<file path="config.mk">
export PLATFORM = sky130hd
export DESIGN_NAME = lir_front
export DESIGN_NICKNAME = d
export VERILOG_FILES = /design/src/rtl/linear_interpolation_resampler_assert.svh /design/src/rtl/lir_pkg.sv /design/src/rtl/lir_front.sv
export SDC_FILE = /design/constraint.sdc
export NUM_CORES = 1
export LEC_CHECK = 0
export ABC_AREA = 1
export BUFFER_PORTS_ARGS = -buffer_cell sky130_fd_sc_hd__buf_4
export CAP_MARGIN = 40
export CORE_ASPECT_RATIO = 0.5
export CORE_MARGIN = 4
export CORE_UTILIZATION = 40
export DETAILED_ROUTE_END_ITERATION = 6
export PLACE_DENSITY = 0.64
export SKIP_LAST_GASP = 1
export SLEW_MARGIN = 15
export SYNTH_ARGS = -nofsm -noshare
export SYNTH_HDL_FRONTEND = slang
export SYNTH_SLANG_ARGS = --single-unit
</file>
<file path="constraint.sdc">
create_clock -name clk -period 10.15 [get_ports clk]
set_clock_uncertainty 0.1 [all_clocks]
set_input_delay 1.5225 -clock clk [delete_from_list [all_inputs] [get_ports clk]]
set_output_delay 1.5225 -clock clk [all_outputs]
set_load 0.005 [all_outputs]
</file>
<file path="src/rtl/linear_interpolation_resampler_assert.svh">
// assertion macros used by the resampler back end
`ifndef LINEAR_INTERPOLATION_RESAMPLER_ASSERT_SVH
`define LINEAR_INTERPOLATION_RESAMPLER_ASSERT_SVH

// same-cycle implication, sampled on clk, off while rst_n is low
`define LIR_ASSERT_IMP(label, ante, cons) \
    label: assert property (@(posedge clk) disable iff (!rst_n) (ante) |-> (cons)) \
        else $error("lir assertion failed");

// next-cycle implication
`define LIR_ASSERT_NXT(label, ante, cons) \
    label: assert property (@(posedge clk) disable iff (!rst_n) (ante) |=> (cons)) \
        else $error("lir assertion failed");

`endif

</file>
<file path="src/rtl/lir_pkg.sv">
// types and constants of the linear interpolation resampler
package lir_pkg;

    localparam int WL_W  = 16;
    localparam int VAL_W = 32;
    localparam int IDX_W = 6;
    localparam int CNT_W = 7;
    localparam int CFG_INDEX_W = 8;

    localparam logic CMD_LOAD  = 1'b0;
    localparam logic CMD_QUERY = 1'b1;

    localparam logic [1:0] REGION_INTERP = 2'd0;
    localparam logic [1:0] REGION_EXACT  = 2'd1;
    localparam logic [1:0] REGION_BELOW  = 2'd2;
    localparam logic [1:0] REGION_ABOVE  = 2'd3;

    localparam logic [CFG_INDEX_W-1:0] CFG_ZERO_BEYOND  = 8'd0;
    localparam logic [CFG_INDEX_W-1:0] CFG_SOURCE_COUNT = 8'd1;

    typedef struct packed {
        logic                    cmd;
        logic [IDX_W-1:0]        entry_index;
        logic [WL_W-1:0]         wavelength;
        logic signed [VAL_W-1:0] sample_value;
    } item_t;

endpackage

</file>
<file path="src/rtl/lir_front.sv">
// front end: takes requests, unpacks them and queues them for the back end
module lir_front
    import lir_pkg::*;
(
    input  logic        clk,
    input  logic        rst_n,
    input  logic        s_valid,
    output logic        s_ready,
    input  logic [55:0] s_data,
    input  logic        s_user,
    output logic        q_valid,
    output item_t       q_item,
    input  logic        q_pop
);

    item_t      slot_reg [2];
    logic       wr_ptr_reg, wr_ptr_next;
    logic       rd_ptr_reg, rd_ptr_next;
    logic [1:0] fill_reg, fill_next;
    logic       push;
    item_t      incoming;

    assign incoming.cmd          = s_user;
    assign incoming.entry_index  = s_data[5:0];
    assign incoming.wavelength   = s_data[21:6];
    assign incoming.sample_value = s_data[53:22];

    assign s_ready = (fill_reg != 2'd2);
    assign push    = s_valid && s_ready;
    assign q_valid = (fill_reg != 2'd0);
    assign q_item  = slot_reg[rd_ptr_reg];

    always_comb
    begin
        wr_ptr_next = push ? ~wr_ptr_reg : wr_ptr_reg;
        rd_ptr_next = (q_pop && q_valid) ? ~rd_ptr_reg : rd_ptr_reg;
        fill_next   = fill_reg + {1'b0, push} - {1'b0, q_pop && q_valid};
    end

    always_ff @(posedge clk or negedge rst_n)
    begin
        if (!rst_n)
        begin
            wr_ptr_reg <= 1'b0;
            rd_ptr_reg <= 1'b0;
            fill_reg   <= 2'd0;
        end
        else
        begin
            wr_ptr_reg <= wr_ptr_next;
            rd_ptr_reg <= rd_ptr_next;
            fill_reg   <= fill_next;
        end
    end

    always_ff @(posedge clk)
    begin
        if (push)
        begin
            slot_reg[wr_ptr_reg] <= incoming;
        end
    end

endmodule

</file>
After elaboration in Yosys (flattened, before gate mapping):

Memory sizes are Yosys's and may differ from the RTL's.
Index checks and enable logic that the tools add are counted.
W data, S select, Z words.

* flip-flop bits (word level): 4
* bits in writable memories: 110
* bits of input ports: 61
* output and inout bits: 57
* word-level logic and storage cells: 14
* memories: 1

Memory list
* slot_reg: depth 2, width 55, rd ports 1, clocked after Yosys merged registers in 0, wr ports 1, line lir_front.sv:16 `item_t slot_reg [2];`

* add/subtract/negate cells: 2
* equal/unequal tests: 1
* mux-type cells: 2
* bitwise gates (word level): 2
* reduce and logical (&&, ||, !) cells: 3

Operators by type and width (number)
* $add A2 B1 Y2: 1
* $logic_and A1 B1 Y1: 2
* $mux W1: 2
* $ne A2 B2 Y1 const B: 1
* $not A1 Y1: 2
* $reduce_bool A2 Y1: 1
* $sub A2 B1 Y2: 1

Longest topological paths before layout:

* depth in word-level cells: 4
* gate-level depth with buffers: 10
* mapped depth without buffers: 10

Least setup slack after synthesis:

Ideal clock, no wire load.

* path kind: input to register
* start: in s_valid
* end: mem slot_reg[1][0] in the netlist's numbering (enable)
* setup time: 0.468 ns
* arrival: 3.911 ns
* data required time: 9.582 ns
* path slack: 5.671 ns
* cell stages on the path: 2
* buffers on the path: 0
* path through: nand2_1 nor2_1

* word-level cells in the longest chain between the ends: 3

Ends and longest elaborated chain
* from (decl): line lir_front.sv:7 `input logic s_valid,`
* $logic_and A1 B1 Y1: line lir_front.sv:29 `assign push = s_valid && s_ready;`
* $mux W1: line lir_front.sv:58 `if (push)`
* $mux W1 (not written as such): line lir_front.sv:60 `slot_reg[wr_ptr_reg] <= incoming;`
* to (decl): line lir_front.sv:16

No other way between the ends.

==> qor.yml <==
io_buffers: 115
p_per_area_nw_per_um2: 304
yosys_warnings: 0
final-setup-viol-count: 0
cp-end-kind: "output port"
postSynthCellCount: 319
synth_xor_area_share_pct: 0
hold_viol_final: 0
wl_met3_um: 335
cts.path.max_buffers: 2
wire_per_inst_um: 13.6
fmax_mhz: 307
synth_most_common_cell: "nand2_1"
htreeDepth: 4
preCtsSetupSlack_ps: 6720
cts_tree: "done"
ys_types: 11
worstHoldPathType: "reg -> reg"
dr.max_layer_used: "met4"
clkPwrFrac_pct: 33.7
synthTopCellsByCount: "nand2_1, edfxtp_1, buf_6, inv_1, dfrtp_1"
required_ps: 8530
die_area_um2: 12500
drt_iter0_drc: 156
min_period_over_period_pct: 32.0
clkTransAtPathRegs_ps: 50
cp_max_fo: 56
post_cts_buffers: 0
p_leak_uw: 0.00253
num_rows: 26
swShare_pct: 28.3
area_delta_synth_final_pct: 36.9
clk_latency_ps: 390
maxCapViolCount: 0
pwr-share-seq_pct: 37.5
grt_max_degree: 57
fin_hold_ws_ps: 376
firstDrtPassIters: 4
ys_top_cells_by_area: "edfxtp_1, nand2_1, dfrtp_1"
synthAdderAreaFrac_pct: 0.587
critical_path.max_stage_delay_ps: 530
critPathLaunchType: "flop"
clockRootBuffer: "clkbuf_16"
crit_type: "reg -> out"
antenna_found_initial: 0
fin_area_um2: 5840
ctsResizeCount: 0
synth_top_area_share_pct: 77.5
grt-ovfl-total: 0
path_cells: "buf_4, nand2_1, nand2_1, buf_4"
hold_buffers: 0
num_antenna_cells: 0
pin_count: 118
grt.total_usage_pct: 13.5
vdd_drop_max_uv: 139
synthFlopType: "edfxtp_1"
power.internal_uw: 1270
drcViolationCount: 0
setup_slack_ps: 6900
outcome: "complete, no violations"
met1_length_um: 3410
drive_gt1_share_pct: 33.0
netlist_area_um2: 4260
drt-total-wl_um: 8120
synth_top_family_by_area: "simple AND/OR/NAND/NOR gates"
synth-seq-cells: 114
initial_core_util_pct: 41.3
design.core.area_um2: 10300
p_sw_uw: 504
largest_reg_flops: 110
grt_pass1_wl_um: 12800
combPwrFrac_pct: 28.8
synth_compound_area_share_pct: 0
vias: 2607
nets: 508
clock_sinks: 114
dr_wl_met2_um: 4270
final-max-slew-violation-count: 0
detailed_place_hpwl_um: 5090
muxShareOfSynthArea_pct: 0
cts_made_buffers: 17
syn_nets: 382
place_congestion: 0.721
synth_top_cell_by_area: "edfxtp_1"
period_minus_slack_ps: 3250
worstPathArrival_ps: 1630
rsz0062_at_grt: "false"
max_slew_margin_pct: 44.8
ys_seq_area_share_pct: 79.8
synth-edff-count: 110
vias_per_cell: 4.36
ant_nets: 0
grt_pass1_vias: 2594
yosys.area_share.simple_pct: 16.1
slowest_stage: "buf_4"
ys_async_sr_fraction_pct: 3.51
finalSetupTns_ps: 0
worst_slew_pin_slew_ps: 826
finalPower_uw: 1780
die-width_um: 154
die_h_um: 81.0
placed_area_um2: 5240
syn_area_per_cell_um2: 13.4
[cell usage in the layout, fill, tap and decap left out, types with 3 or more instances in the layout]
master,count
nand2_1,178
buf_4,118
edfxtp_1,110
clkbuf_16,17
inv_1,7
clkinv_2,5
bufinv_16,4
nand3_1,3
clkbuf_1,3
dfrtp_1,3
[power groups by stage]
stage	sequential, uW	clock [uW]	combinational (uW)
3_3_place_gp	673	0	512
4_1_cts	667	609	527
3_5_place_dp	676	0	525
5_1_grt	677	636	577
2_1_floorplan	678	0	271
6_report	667	598	512
[area by class of cell]
cell class | count | area [um2]
Sequential cell | 114 | 3400
Multi-Input combinational cell | 184 | 719
Tap cell | 140 | 175
Inverter | 9 | 33.8
Clock buffer | 20 | 437
Fill cell | 846 | 4470
Timing Repair Buffer | 119 | 906
Clock inverter | 12 | 164
[worst max-delay path: cells and delay by family (launching register included)]
kind	cells	cell delay, ps
buffers and inverters	2	640
flip-flops	1	360
AND/OR/NAND/NOR	2	230
[logic make-up after synthesis]
kind of cell | Yosys count
and+or+nand+nor | 182
buffers and inverters | 21
DFF | 114
adders and majority gates | 2
[metal layers]
metal / vias to the layer above / track usage, %
met5: - / 0
met4: 0 / 5.64
met3: 9 / 3.30
met2: 53 / 24.1
met1: 1223 / 15.9
li1: 1322 / -
[final timing paths]
kind	start	endpoint	slack, ps	cells past startpoint
min in group asynchronous	rst_n	rd_ptr_reg	820	1
hold reg to reg	wr_ptr_reg	wr_ptr_reg	380	2
hold / removal	wr_ptr_reg	wr_ptr_reg	380	2
max in group asynchronous	rst_n	rd_ptr_reg	9020	1
setup reg to reg	fill_reg[1]	slot_reg[1][7]	7870	4
setup / recovery	rd_ptr_reg	q_item[2]	6900	4
[through the flow]
stage	cells	utilization [%]
after floorplan	319	-
after global placement	565	50.6
after detailed placement	566	50.8
after CTS	598	56.6
after global routing	598	56.6
final	598	56.6
Note: power is estimated with default switching activity, not from simulation.
